## src/hdl/assert_macros.svh

```systemverilog
// Assertion macros shared by the framer RTL.
// Bodies are empty when SYNTHESIS is defined.
`ifndef ASSERT_MACROS_SVH
`define ASSERT_MACROS_SVH

`ifndef SYNTHESIS

// cons must hold whenever ante holds
`define ASSERT_IMPLIES(name, clk, rst_n, ante, cons) \
	name: assert property (@(posedge clk) disable iff (!rst_n) (ante) |-> (cons)) \
	else $error("implication check failed");

// cond must never hold
`define ASSERT_NEVER(name, clk, rst_n, cond) \
	name: assert property (@(posedge clk) disable iff (!rst_n) !(cond)) \
	else $error("forbidden condition seen");

`else

`define ASSERT_IMPLIES(name, clk, rst_n, ante, cons)
`define ASSERT_NEVER(name, clk, rst_n, cond)

`endif

`endif

```

## src/hdl/tsf_pkg.sv

```systemverilog
// Package for the TPM SPI slave framer: codes, command and status types.
// No dependencies; used by every module of the block.
`timescale 1ns / 1ps

package tsf_pkg;

	localparam int HDR_LEN   = 4;
	localparam int READ_BIT  = 7;
	localparam logic [5:0] LEN_MASK = 6'h3f;
	localparam int BUF_DEPTH = 64;
	localparam int BUF_AW    = $clog2(BUF_DEPTH);
	localparam int CNT_W     = 7;

	typedef enum logic [1:0] {
		KIND_STATUS = 2'd0,
		KIND_READ   = 2'd1,
		KIND_WRITE  = 2'd2
	} kind_t;

	typedef enum logic [1:0] {
		PH_HEADER = 2'd0,
		PH_WDATA  = 2'd1,
		PH_DONE   = 2'd2
	} phase_t;

	typedef enum logic [1:0] {
		BK_IDLE = 2'd0,
		BK_READ = 2'd1,
		BK_EMIT = 2'd2
	} bk_state_t;

	// one queued unit of work for the back end
	typedef struct packed {
		kind_t       kind;
		logic        rdy;
		logic [23:0] addr;
		logic [6:0]  len;
	} cmd_t;

	// data-buffer write port, front to back
	typedef struct packed {
		logic              en;
		logic [BUF_AW-1:0] addr;
		logic [7:0]        data;
	} wr_t;

	// back-end status seen by the front end
	typedef struct packed {
		logic bursting;
		logic done;
	} bk_stat_t;

endpackage

```

## src/hdl/tsf_cmd_fifo.sv

```systemverilog
// Two-entry command queue between the framer front and back ends.
// Depends on tsf_pkg (cmd_t).
`timescale 1ns / 1ps

module tsf_cmd_fifo
	import tsf_pkg::*;
(
	input  logic clk,
	input  logic arst_n,
	input  logic push,
	input  cmd_t push_cmd,
	input  logic pop,
	output cmd_t head,
	output logic full,
	output logic empty
);

	cmd_t       entry_q [2];
	logic       wr_ptr_q;
	logic       rd_ptr_q;
	logic [1:0] count_q;
	logic       do_push;
	logic       do_pop;

	assign full    = (count_q == 2'd2);
	assign empty   = (count_q == 2'd0);
	assign do_push = push && !full;
	assign do_pop  = pop && !empty;
	assign head    = entry_q[rd_ptr_q];

	always_ff @(posedge clk or negedge arst_n) begin
		if (!arst_n) begin
			wr_ptr_q <= 1'b0;
			rd_ptr_q <= 1'b0;
			count_q  <= 2'd0;
		end else begin
			if (do_push) wr_ptr_q <= ~wr_ptr_q;
			if (do_pop) rd_ptr_q <= ~rd_ptr_q;
			if (do_push && !do_pop) count_q <= count_q + 2'd1;
			else if (do_pop && !do_push) count_q <= count_q - 2'd1;
		end
	end

	always_ff @(posedge clk) begin
		if (do_push) entry_q[wr_ptr_q] <= push_cmd;
	end

endmodule

```

## src/hdl/tsf_front.sv

```systemverilog
// Framer front end: accepts SPI words, parses the header, tracks phase,
// writes data bytes to the back-end buffer and queues commands. Uses tsf_pkg.
`timescale 1ns / 1ps

module tsf_front
	import tsf_pkg::*;
(
	input  logic     clk,
	input  logic     arst_n,
	input  logic     in_valid,
	output logic     in_ready,
	input  logic     op,
	input  logic [7:0] rx_byte,
	input  logic     q_full,
	output logic     q_push,
	output cmd_t     q_cmd,
	output wr_t      wr,
	input  bk_stat_t bk_stat
);

	phase_t           phase_q, phase_d;
	logic [CNT_W-1:0] cnt_q, cnt_d;
	logic             stall_q, stall_d;
	logic             busy_q;
	logic [7:0]       hdr0_q, hdr1_q, hdr2_q;
	logic [23:0]      addr_q, addr_d;
	logic [6:0]       len_q, len_d;
	logic             accept;
	logic             burst_push;
	logic [CNT_W-1:0] data_idx;
	logic [CNT_W-1:0] data_cnt;

	// data bytes wait while an earlier burst still reads the buffer
	assign in_ready = !q_full && !(phase_q == PH_WDATA && busy_q);
	assign accept   = in_valid && in_ready;
	assign data_idx = cnt_q - CNT_W'(HDR_LEN);
	assign data_cnt = data_idx + CNT_W'(1);

	always_comb begin
		phase_d    = phase_q;
		cnt_d      = cnt_q;
		stall_d    = stall_q;
		addr_d     = addr_q;
		len_d      = len_q;
		burst_push = 1'b0;
		q_push     = accept;
		q_cmd      = '{kind: KIND_STATUS, rdy: stall_q, addr: 24'd0, len: 7'd0};
		wr         = '{en: 1'b0, addr: data_idx[BUF_AW-1:0], data: rx_byte};
		if (op) begin
			phase_d = PH_HEADER;
			cnt_d   = '0;
			stall_d = 1'b0;
			q_cmd.rdy = 1'b0;
		end else begin
			case (phase_q)
				PH_HEADER: begin
					cnt_d = cnt_q + CNT_W'(1);
					if (cnt_q == CNT_W'(HDR_LEN - 1)) begin
						addr_d  = {hdr1_q, hdr2_q, rx_byte};
						len_d   = {1'b0, hdr0_q[5:0] & LEN_MASK} + 7'd1;
						stall_d = 1'b1;
						if (hdr0_q[READ_BIT]) begin
							phase_d = PH_DONE;
							q_cmd   = '{kind: KIND_READ, rdy: 1'b1, addr: addr_d, len: len_d};
						end else begin
							phase_d   = PH_WDATA;
							q_cmd.rdy = 1'b1;
						end
					end
				end
				PH_WDATA: begin
					wr.en = accept;
					cnt_d = cnt_q + CNT_W'(1);
					if (data_cnt >= len_q) begin
						phase_d    = PH_DONE;
						burst_push = accept;
						q_cmd      = '{kind: KIND_WRITE, rdy: stall_q, addr: addr_q, len: len_q};
					end
				end
				default: ;
			endcase
		end
	end

	always_ff @(posedge clk or negedge arst_n) begin
		if (!arst_n) begin
			phase_q <= PH_HEADER;
			cnt_q   <= '0;
			stall_q <= 1'b0;
			busy_q  <= 1'b0;
		end else begin
			if (accept) begin
				phase_q <= phase_d;
				cnt_q   <= cnt_d;
				stall_q <= stall_d;
			end
			if (burst_push) busy_q <= 1'b1;
			else if (bk_stat.done) busy_q <= 1'b0;
		end
	end

	always_ff @(posedge clk) begin
		if (accept) begin
			addr_q <= addr_d;
			len_q  <= len_d;
			if (!op && phase_q == PH_HEADER) begin
				case (cnt_q[1:0])
					2'd0:    hdr0_q <= rx_byte;
					2'd1:    hdr1_q <= rx_byte;
					2'd2:    hdr2_q <= rx_byte;
					default: ;
				endcase
			end
		end
	end

endmodule

```

## src/hdl/tsf_back.sv

```systemverilog
// Framer back end: pops commands, owns the write-data buffer and drives the
// result output register, expanding a write command into a byte burst. Uses tsf_pkg.
`timescale 1ns / 1ps

module tsf_back
	import tsf_pkg::*;
(
	input  logic        clk,
	input  logic        arst_n,
	input  cmd_t        q_head,
	input  logic        q_empty,
	output logic        q_pop,
	input  wr_t         wr,
	output bk_stat_t    bk_stat,
	output logic        out_valid,
	input  logic        out_ready,
	output logic [1:0]  kind,
	output logic [23:0] reg_address,
	output logic [6:0]  transfer_length,
	output logic [7:0]  write_byte,
	output logic [5:0]  byte_offset,
	output logic        last,
	output logic        ready_bit
);

	logic [7:0]        mem [BUF_DEPTH];
	logic [7:0]        rd_q;
	bk_state_t         state_q, state_d;
	logic [BUF_AW-1:0] k_q, k_d;
	cmd_t              cmd_q;
	logic              ov_q;
	logic              slot_free;
	logic              load_cmd;
	logic              load_byte;
	logic              take_burst;
	logic              is_last;
	kind_t             kind_q;
	logic [23:0]       addr_q;
	logic [6:0]        len_q;
	logic [7:0]        wb_q;
	logic [5:0]        off_q;
	logic              last_q;
	logic              rdy_q;

	assign slot_free = !ov_q || out_ready;
	assign is_last   = ({1'b0, k_q} + 7'd1) == cmd_q.len;

	always_comb begin
		state_d    = state_q;
		k_d        = k_q;
		q_pop      = 1'b0;
		load_cmd   = 1'b0;
		load_byte  = 1'b0;
		take_burst = 1'b0;
		bk_stat    = '{bursting: state_q != BK_IDLE, done: 1'b0};
		case (state_q)
			BK_IDLE: begin
				if (!q_empty && slot_free) begin
					q_pop = 1'b1;
					if (q_head.kind == KIND_WRITE) begin
						take_burst = 1'b1;
						k_d        = '0;
						state_d    = BK_READ;
					end else begin
						load_cmd = 1'b1;
					end
				end
			end
			BK_READ: state_d = BK_EMIT;
			BK_EMIT: begin
				if (slot_free) begin
					load_byte = 1'b1;
					if (is_last) begin
						bk_stat.done = 1'b1;
						state_d      = BK_IDLE;
					end else begin
						k_d     = k_q + BUF_AW'(1);
						state_d = BK_READ;
					end
				end
			end
			default: state_d = BK_IDLE;
		endcase
	end

	always_ff @(posedge clk or negedge arst_n) begin
		if (!arst_n) begin
			state_q <= BK_IDLE;
			ov_q    <= 1'b0;
		end else begin
			state_q <= state_d;
			if (load_cmd || load_byte) ov_q <= 1'b1;
			else if (out_ready) ov_q <= 1'b0;
		end
	end

	always_ff @(posedge clk) begin
		k_q <= k_d;
		if (take_burst) cmd_q <= q_head;
		if (load_cmd) begin
			kind_q <= q_head.kind;
			addr_q <= q_head.addr;
			len_q  <= q_head.len;
			wb_q   <= 8'd0;
			off_q  <= 6'd0;
			last_q <= 1'b1;
			rdy_q  <= q_head.rdy;
		end else if (load_byte) begin
			kind_q <= KIND_WRITE;
			addr_q <= cmd_q.addr;
			len_q  <= cmd_q.len;
			wb_q   <= rd_q;
			off_q  <= 6'(k_q);
			last_q <= is_last;
			rdy_q  <= cmd_q.rdy;
		end
	end

	// buffer: one write port from the front end, one registered read port
	always_ff @(posedge clk) begin
		if (wr.en) mem[wr.addr] <= wr.data;
		rd_q <= mem[k_q];
	end

	assign out_valid       = ov_q;
	assign kind            = kind_q;
	assign reg_address     = addr_q;
	assign transfer_length = len_q;
	assign write_byte      = wb_q;
	assign byte_offset     = off_q;
	assign last            = last_q;
	assign ready_bit       = rdy_q;

endmodule

```

## src/hdl/tpm_spi_slave_framer.sv

```systemverilog
// Top level of the TPM SPI slave framer.
// Depends on tsf_pkg, tsf_front, tsf_cmd_fifo, tsf_back and assert_macros.svh.
//
// Usage:
//   Input channel (in_valid/in_ready): one word per SPI event; op 0 carries a
//   received byte in rx_byte, op 1 reports chip-select release.
//   Output channel (out_valid/out_ready): result words. Every input word yields
//   one result, except the final data byte of a write, which yields one
//   write-byte result per buffered byte (1 to 64), the last one flagged.
//   A header's fourth byte yields a read request (read) or a status word
//   with ready_bit 1 (write); release yields a status word with ready_bit 0.
// Result path: with the queue empty and the output register free, a single result
//   passes through the command queue entry and then the output register. A write
//   burst passes through the queue; the back end then runs BK_READ (registered buffer
//   read) and BK_EMIT (output register load, once it is free) for each byte in turn.
// Throughput: one input word per cycle while the two-entry command queue has
//   room. Data bytes of a new write wait while an earlier burst still reads
//   the buffer.
// Reset: arst_n clears framing to header collection with stall cleared and
//   empties queue and output register. No clearing pass is needed.
// Stall: when out_ready is low the output register holds; the queue fills
//   and then in_ready drops, so no word is lost.
`timescale 1ns / 1ps
`include "assert_macros.svh"

module tpm_spi_slave_framer
	import tsf_pkg::*;
(
	input  logic        clk,
	input  logic        arst_n,
	input  logic        in_valid,
	output logic        in_ready,
	input  logic        op,
	input  logic [7:0]  rx_byte,
	output logic        out_valid,
	input  logic        out_ready,
	output logic [1:0]  kind,
	output logic [23:0] reg_address,
	output logic [6:0]  transfer_length,
	output logic [7:0]  write_byte,
	output logic [5:0]  byte_offset,
	output logic        last,
	output logic        ready_bit
);

	// queue signals between front and back
	logic     q_push;
	logic     q_pop;
	logic     q_full;
	logic     q_empty;
	cmd_t     q_cmd;
	cmd_t     q_head;
	// buffer write and back-end status
	wr_t      wr;
	bk_stat_t bk_stat;

	// front: parse and classify, write data bytes into the buffer
	tsf_front u_front (
		.clk      (clk),
		.arst_n   (arst_n),
		.in_valid (in_valid),
		.in_ready (in_ready),
		.op       (op),
		.rx_byte  (rx_byte),
		.q_full   (q_full),
		.q_push   (q_push),
		.q_cmd    (q_cmd),
		.wr       (wr),
		.bk_stat  (bk_stat)
	);

	tsf_cmd_fifo u_fifo (
		.clk      (clk),
		.arst_n   (arst_n),
		.push     (q_push),
		.push_cmd (q_cmd),
		.pop      (q_pop),
		.head     (q_head),
		.full     (q_full),
		.empty    (q_empty)
	);

	// back: turn commands into result words
	tsf_back u_back (
		.clk             (clk),
		.arst_n          (arst_n),
		.q_head          (q_head),
		.q_empty         (q_empty),
		.q_pop           (q_pop),
		.wr              (wr),
		.bk_stat         (bk_stat),
		.out_valid       (out_valid),
		.out_ready       (out_ready),
		.kind            (kind),
		.reg_address     (reg_address),
		.transfer_length (transfer_length),
		.write_byte      (write_byte),
		.byte_offset     (byte_offset),
		.last            (last),
		.ready_bit       (ready_bit)
	);

	// the front never pushes into a full queue
	`ASSERT_NEVER(a_no_overflow, clk, arst_n, q_push && q_full)
	// the buffer is never overwritten while a burst reads it
	`ASSERT_IMPLIES(a_no_wr_in_burst, clk, arst_n, wr.en, !bk_stat.bursting)
	// a write-byte result lies inside its transfer
	`ASSERT_IMPLIES(a_offset_in_range, clk, arst_n, out_valid && kind == KIND_WRITE, 7'(byte_offset) < transfer_length)

endmodule
```

## config.mk

```make
export PLATFORM = sky130hd
export DESIGN_NAME = tpm_spi_slave_framer
export DESIGN_NICKNAME = d
export VERILOG_FILES = /design/src/hdl/tsf_pkg.sv /design/src/hdl/tsf_cmd_fifo.sv /design/src/hdl/tsf_front.sv /design/src/hdl/tsf_back.sv /design/src/hdl/tpm_spi_slave_framer.sv
export VERILOG_INCLUDE_DIRS = /design/src /design/src/hdl
export SDC_FILE = /design/constraint.sdc
export NUM_CORES = 1
export LEC_CHECK = 0
export ABC_AREA = 0
export ABC_CLOCK_PERIOD_IN_PS = 4720
export BUFFER_PORTS_ARGS = -buffer_cell sky130_fd_sc_hd__buf_2
export CAP_MARGIN = 10
export CORE_MARGIN = 3
export CORE_UTILIZATION = 45
export DETAILED_ROUTE_END_ITERATION = 8
export GPL_TIMING_DRIVEN = 0
export PLACE_DENSITY = 0.68
export RECOVER_POWER = 50
export SLEW_MARGIN = 10
export SYNTH_ARGS = -nofsm -noshare
export SYNTH_HDL_FRONTEND = slang
export SYNTH_SLANG_ARGS = --single-unit
```

## constraint.sdc

```tcl
create_clock -name clk -period 4.72 [get_ports clk]
set_input_delay 0.944 -clock clk [delete_from_list [all_inputs] [get_ports clk]]
set_output_delay 0.944 -clock clk [all_outputs]
set_load 0.05 [all_outputs]
```

# Word-level counts from Yosys, hierarchy flattened
# Memory sizes are Yosys's and may differ from the RTL's. A register that Yosys moved wholly into a read port is not among the register bits.
# Index checks and enable logic that the tools add are counted.
# word_totals
reg_bits	160
mem_bits_rw	580
mem_count	2
# memory_table
name	depth	word_bits	read_ports	rd_ports_with_merged_regs	wr	line_no	text
u_back.mem	64	8	1	1	1	tsf_back.sv:26	logic [7:0] mem [BUF_DEPTH];
u_fifo.entry_q	2	34	1	0	1	tsf_cmd_fifo.sv:18	cmd_t entry_q [2];
# op_classes
add_sub_neg	8
n_lt_le_gt_ge	1
eq_ne	15
mux	64
bitwise	3
n_reduce_logical	41
# ops
operator	count
$mux 34	2
$pmux 34 s2	1
$mux 31	2
$mux 24	2
$mux 1	34
$mux 7	4
$mux 2	12
$mux 6	4
$reduce_bool 2->1	8
$reduce_and 3->1	5
$add 6x1->7 const B	2
$add 7x1->7 const B	2
$pmux 6 s2	1
$logic_and 1x1->1	9
$eq 2x2->1 const B	4
$logic_not 2->1	4
$reduce_and 4->1	2
$eq 7x2->1 const B	1
$eq 7x7->1	1
$ge 7x7->1	1
$logic_not 1->1	7
$sub 7x3->7 const B	1
$add 6x1->6 const B	1
$eq 2x1->1 const B	3
other kinds (14)	19

# Logic depth before layout (Yosys ltp)
# logic_depth
depth_word	10
depth_mapped	17

# By module
# Synthesis repeated with hierarchy kept, for this count alone.
# hier_totals
cells_unflattened	1585
area_unflattened_um2	29595.9
# modules_own_cells
mod	n_inst	cells_per_inst	area_each_um2
tsf_back	1	1210	23546.3
tsf_front	1	250	3248.1
tsf_cmd_fifo	1	125	2801.4

# Worst setup path before layout
# No wires, ideal clock.
# synth_timing
kind	reg-to-reg
startpoint	reg u_front.phase_q[0]
endpoint	reg u_front.addr_q[0], enable pin
arrival_ns	4.688
setup_slack_ns	-0.465
path_stages_with_launch	7
path_buffers	2
period_less_slack_ns	5.185
cell_sequence	dfrtp_1 buf_2 nor2b_1 a21oi_2 nand2_1 buf_2 nor4_1
# synth_between
elab_chain_cells	6
# synth_rtl
item	line_no	text
start, declared	tsf_front.sv:21	phase_t phase_q, phase_d;
start signal, assigned	tsf_front.sv:93	phase_q <= phase_d;
$eq 2x1->1	tsf_front.sv:34	assign in_ready = !q_full && !(phase_q == PH_WDATA && busy_q);
$logic_and 1x1->1	tsf_front.sv:34	
$logic_not 1->1	tsf_front.sv:34	
$logic_and 1x1->1	tsf_front.sv:34	
net in_ready	tpm_spi_slave_framer.sv:32	output logic in_ready,
$logic_and 1x1->1	tsf_front.sv:35	assign accept = in_valid && in_ready;
$reduce_and 4->1 (no line)	-	
end signal, assigned	tsf_front.sv:104	addr_q <= addr_d;
end, declared	tsf_front.sv:26	logic [23:0] addr_q, addr_d;
# The timed path passes the listed nets, and every way through them passes these cells.
# A chain may end at the register's enable or synchronous reset.

# Worst setup path in the final report
# layout_timing
startpoint	reg u_back.k_q[0]
endpoint	reg u_back.k_q[5], enable pin
# layout_between
elab_chain_cells	4
# layout_rtl
item	line_no	text
start, declared	tsf_back.sv:29	logic [BUF_AW-1:0] k_q, k_d;
start signal, assigned	tsf_back.sv:98	k_q <= k_d;
$add 6x1->7	tsf_back.sv:46	assign is_last = ({1'b0, k_q} + 7'd1) == cmd_q.len;
$eq 7x7->1	tsf_back.sv:46	
$ne 2x2->1 (no line)	-	
$reduce_and 5->1 (no line)	-	
# Every way passes these cells.

==> results.toml <==
[power_and_ir_drop]
power_density_nw_per_um2 = 595.3
max-vdd-ir-drop_mv = 0.2747
totalPowerFinal_w = 0.01960
power_leakage_nw = 10.39

[logic_synthesis]
yosys_warnings = 0
asyncSetResetFlopFracSynth = 0.02410
post_synth.cell_area_avg_um2 = 18.81
synth.top_cells.by_area = "sky130_fd_sc_hd__edfxtp_1 73%, sky130_fd_sc_hd__mux4_2 9.9%, sky130_fd_sc_hd__mux2_2 2.5%"
synth-edff-count = 706
synthFlopType = "sky130_fd_sc_hd__edfxtp_1"
yosysTopAreaCellShare = 0.7250
synth.largest_area_cell = "sky130_fd_sc_hd__edfxtp_1"
mappedNetlistNets = 1585
synth.ff_latch_count = 747
ys_types = 54
yosysSeqAreaShare = 0.7562
post_synthesis_cell_area_um2 = 29240
synth_cells = 1555

[routing]
drc = 0
drt.antenna.violating_nets = 0
total_via_count_after_detailed_routing = 15006
detailed_route_iter0_violations = 1902
wl_per_cell_um = 24.91
detailed_route_wl_mm = 64.78
viasPerCell = 5.772
dr.pass1.iters = 6

[floorplan]
die_y_um = 260.9
floorplan.die.width_um = 260.9
io_pins = 64
placeable_core_area_um2 = 63660
rows = 92
initial_core_util = 0.4594
die_outline_area_um2 = 68080

[sta]
fin_ws_ns = 0.8989
max_slew_margin = -1.359
final_clock_skew_ns = 0.02788
rsz0062_at_grt = "no"
finalHoldViolCount = 0
max_freq_mhz = 261.7
finalSetupTns_ns = 0
timing_worst_slew_pin_value_ns = 3.538
setup_violations = 0
period_minus_ws_final_ns = 3.821
timing.final.crit_share = 0.8095
finalMaxSlewViolations = 609

[global_routing]
remaining_overflow_grt = 0
use_met3 = 0.03358
grt_busiest_layer = "met2"
grt_use_met1 = 0.2743
grt_start_max_net_pins = 70
via_count_of_the_first_global_routing_pass = 15280
antenna_violations_before_repair = 0
grt.total_usage = 0.1943
groute.layer.met2.usage = 0.3064
global_route_wire_length_before_repair_mm = 97.50

[setup_path]
max_fo_critical_path = 10
critical_path_required_ns = 5.05
worst_path_dominant_cell_family = "buffers and inverters"
critPathMostFrequentCell = "sky130_fd_sc_hd__clkbuf_1"
crit_type = "flop to flop"
crit_path_top_delay_cell = "sky130_fd_sc_hd__clkbuf_1"
worst-r2r-setup-slack_ns = 0.90
setup.worst_path.start_class = "flop"
cp-end-kind = "flop"
total_buffers_and_inverters_traversed_by_the_critical_path = 3
arrival_ns = 4.15
worst_path_largest_cell_delay_ns = 0.86
list_of_cells_traversed_by_the_critical_path = "clkbuf_1 > clkbuf_1 > clkbuf_1 > nand4_1 > xor2_1 > xor2_1 > nand2_1 > o22a_1"

[placement]
dp_hpwl_mm = 41.34
placed_cells_incl_taps = 2469
io_buffers = 63
dp_slack_ns = 0.9682
gp_routability_congestion = 0.8389

[cells_and_area]
finish.utilization = 0.5174
num-nets-final = 1728
layout.cells.non_filler = 2600
area_delta_synth_final_pct = 12.62
share_of_post_route_cells_with_drive_strength_above_1 = 0.1830
insertedDiodeCount = 0

[clock_network]
numCtsBuffers = 73
cts_max_path_buffers = 3
ctsHtreeMaxLevel = 3
hold_buffers = 0
tritoncts_clock_tree = "done"
cts_setup_buffers = 0
clkTransAtPathRegs_ns = 0.06
clock_insertion_delay_worst_skew_ns = 0.61
cts_resized = 0
cts.sink_count = 747
cts_root_buffer = "sky130_fd_sc_hd__clkbuf_16"

[outcome]
run_status = "complete, but fails checks"
violations = "capacitance limit, slew limit"

[worst_hold_path]
hold_class = "flop to flop"

[run]
drv.max_cap_violation_count = 10
[where the power goes]
part	internal, W	switching [W]
Combinational	0.00181	0.00375
Clock	0.00339	0.00237
Sequential	0.00804	0.000247
[logic make-up (layout without fill, tap and decap cells)]
kind of cell    Yosys count  count (layout)  synth area share
flops                   747             747            0.7562
simple gates            280             280           0.04463
mux                     199             199            0.1257
compound gates          183             183           0.04103
buf+inv                 100             299           0.01630
xor+xnor                 29              29          0.008943
fa+ha+maj                17              17          0.007274
[synthesized netlist by cell type, types with 7 or more instances]
cell type / n
sky130_fd_sc_hd__xor2_1: 11
sky130_fd_sc_hd__buf_2: 27
sky130_fd_sc_hd__a22oi_1: 71
sky130_fd_sc_hd__clkbuf_1: 40
sky130_fd_sc_hd__o21ai_0: 18
sky130_fd_sc_hd__mux4_2: 128
sky130_fd_sc_hd__xnor2_1: 17
sky130_fd_sc_hd__ha_1: 17
sky130_fd_sc_hd__nor3_1: 9
sky130_fd_sc_hd__a21oi_1: 56
sky130_fd_sc_hd__nor2b_1: 21
sky130_fd_sc_hd__nor2_1: 139
sky130_fd_sc_hd__nand2_1: 52
sky130_fd_sc_hd__nand2b_1: 11
sky130_fd_sc_hd__edfxtp_1: 706
sky130_fd_sc_hd__inv_1: 16
sky130_fd_sc_hd__buf_6: 7
sky130_fd_sc_hd__dfxtp_1: 23
sky130_fd_sc_hd__dfrtp_1: 18
sky130_fd_sc_hd__a211oi_1: 8
sky130_fd_sc_hd__nand3_1: 19
sky130_fd_sc_hd__mux2_2: 65
[worst reg2reg max path: stages, from the launching register on]
cell                       delay, ns
sky130_fd_sc_hd__edfxtp_1       0.36
sky130_fd_sc_hd__clkbuf_1       0.47
sky130_fd_sc_hd__clkbuf_1       0.86
sky130_fd_sc_hd__clkbuf_1       0.71
sky130_fd_sc_hd__nand4_1        0.21
sky130_fd_sc_hd__xor2_1         0.30
sky130_fd_sc_hd__xor2_1         0.22
sky130_fd_sc_hd__nand2_1        0.10
sky130_fd_sc_hd__o22a_1         0.31
[placed cells by master, fill, tap and decap left out, types with 9 or more instances in the layout]
cell type and n:
sky130_fd_sc_hd__edfxtp_1 706, sky130_fd_sc_hd__nor2_1 139, sky130_fd_sc_hd__clkbuf_1 131, sky130_fd_sc_hd__mux4_2 128, sky130_fd_sc_hd__clkbuf_16 73, sky130_fd_sc_hd__a22oi_1 71
sky130_fd_sc_hd__a21oi_1 57, sky130_fd_sc_hd__nand2_1 51, sky130_fd_sc_hd__mux2_2 36, sky130_fd_sc_hd__mux2_1 29, sky130_fd_sc_hd__buf_2 26, sky130_fd_sc_hd__dfxtp_1 23
sky130_fd_sc_hd__nor2b_1 21, sky130_fd_sc_hd__nand3_1 19, sky130_fd_sc_hd__o21ai_0 18, sky130_fd_sc_hd__dfrtp_1 18, sky130_fd_sc_hd__xnor2_1 17, sky130_fd_sc_hd__ha_1 17
sky130_fd_sc_hd__inv_1 16, sky130_fd_sc_hd__clkinv_2 13, sky130_fd_sc_hd__xor2_1 11, sky130_fd_sc_hd__nand2b_1 11, sky130_fd_sc_hd__clkinv_1 9, sky130_fd_sc_hd__nor3_1 9
sky130_fd_sc_hd__bufinv_16 9
[per-stage QoR]
| stage | area [µm²] | hold slack [ns] |
|---|---|---|
| after detailed placement | 30750 | 0.4409 |
| after floorplan | 29250 | 0.4174 |
| after global placement | 30620 | 0.4350 |
| after CTS | 33100 | 0.2858 |
| after global routing | 32930 | 0.4646 |
| final | 32930 | 0.4502 |
[path summary, 6_finish.rpt]
| kind | from | to | cells after the start |
|---|---|---|---|
| max in group asynchronous | arst_n | u_front.stall_q | 1 |
| worst min register to register | u_back.rd_q[6] | u_back.write_byte[6] | 2 |
| min in group asynchronous | arst_n | u_fifo.count_q[0] | 1 |
| worst max register to register | u_back.k_q[0] | u_back.k_q[5] | 8 |
| worst max-delay path | u_back.k_q[0] | u_back.k_q[5] | 8 |
| worst min-delay path | u_back.rd_q[6] | u_back.write_byte[6] | 2 |
[area by class of cell]
cell class              instances  area [µm²]
plain buffers                  83       380.4
clock buffers                  96        1933
multi-input cells             708        6668
inverters                      17       63.81
fillers                      5011       30720
repair buffers                 68       299.0
well taps                     846        1059
clock inverters                35       419.2
flip-flops and latches        747       22110
[sequential cells by signal (all words and copies together) (netlist names), 2 cells and up]
signal                  flops
u_back.mem                512
u_fifo.entry_q             68
u_back.cmd_q               32
u_back.reg_address         24
u_front.addr_q             24
u_back.rd_q                 8
u_back.write_byte           8
u_front.hdr1_q              8
u_front.hdr2_q              8
u_back.transfer_length      7
u_front.cnt_q               7
u_front.hdr0_q              7
u_front.len_q               7
u_back.byte_offset          6
u_back.k_q                  6
u_back.kind                 2
u_back.state_q              2
u_fifo.count_q              2
u_front.phase_q             2
[layer usage]
layer,up-vias,wire (µm)
met5,-,0
met4,0,1936
met3,112,5327
met2,685,31000
met1,7742,26510
li1,6467,-
No activity file was read; power rests on OpenSTA's default activity.
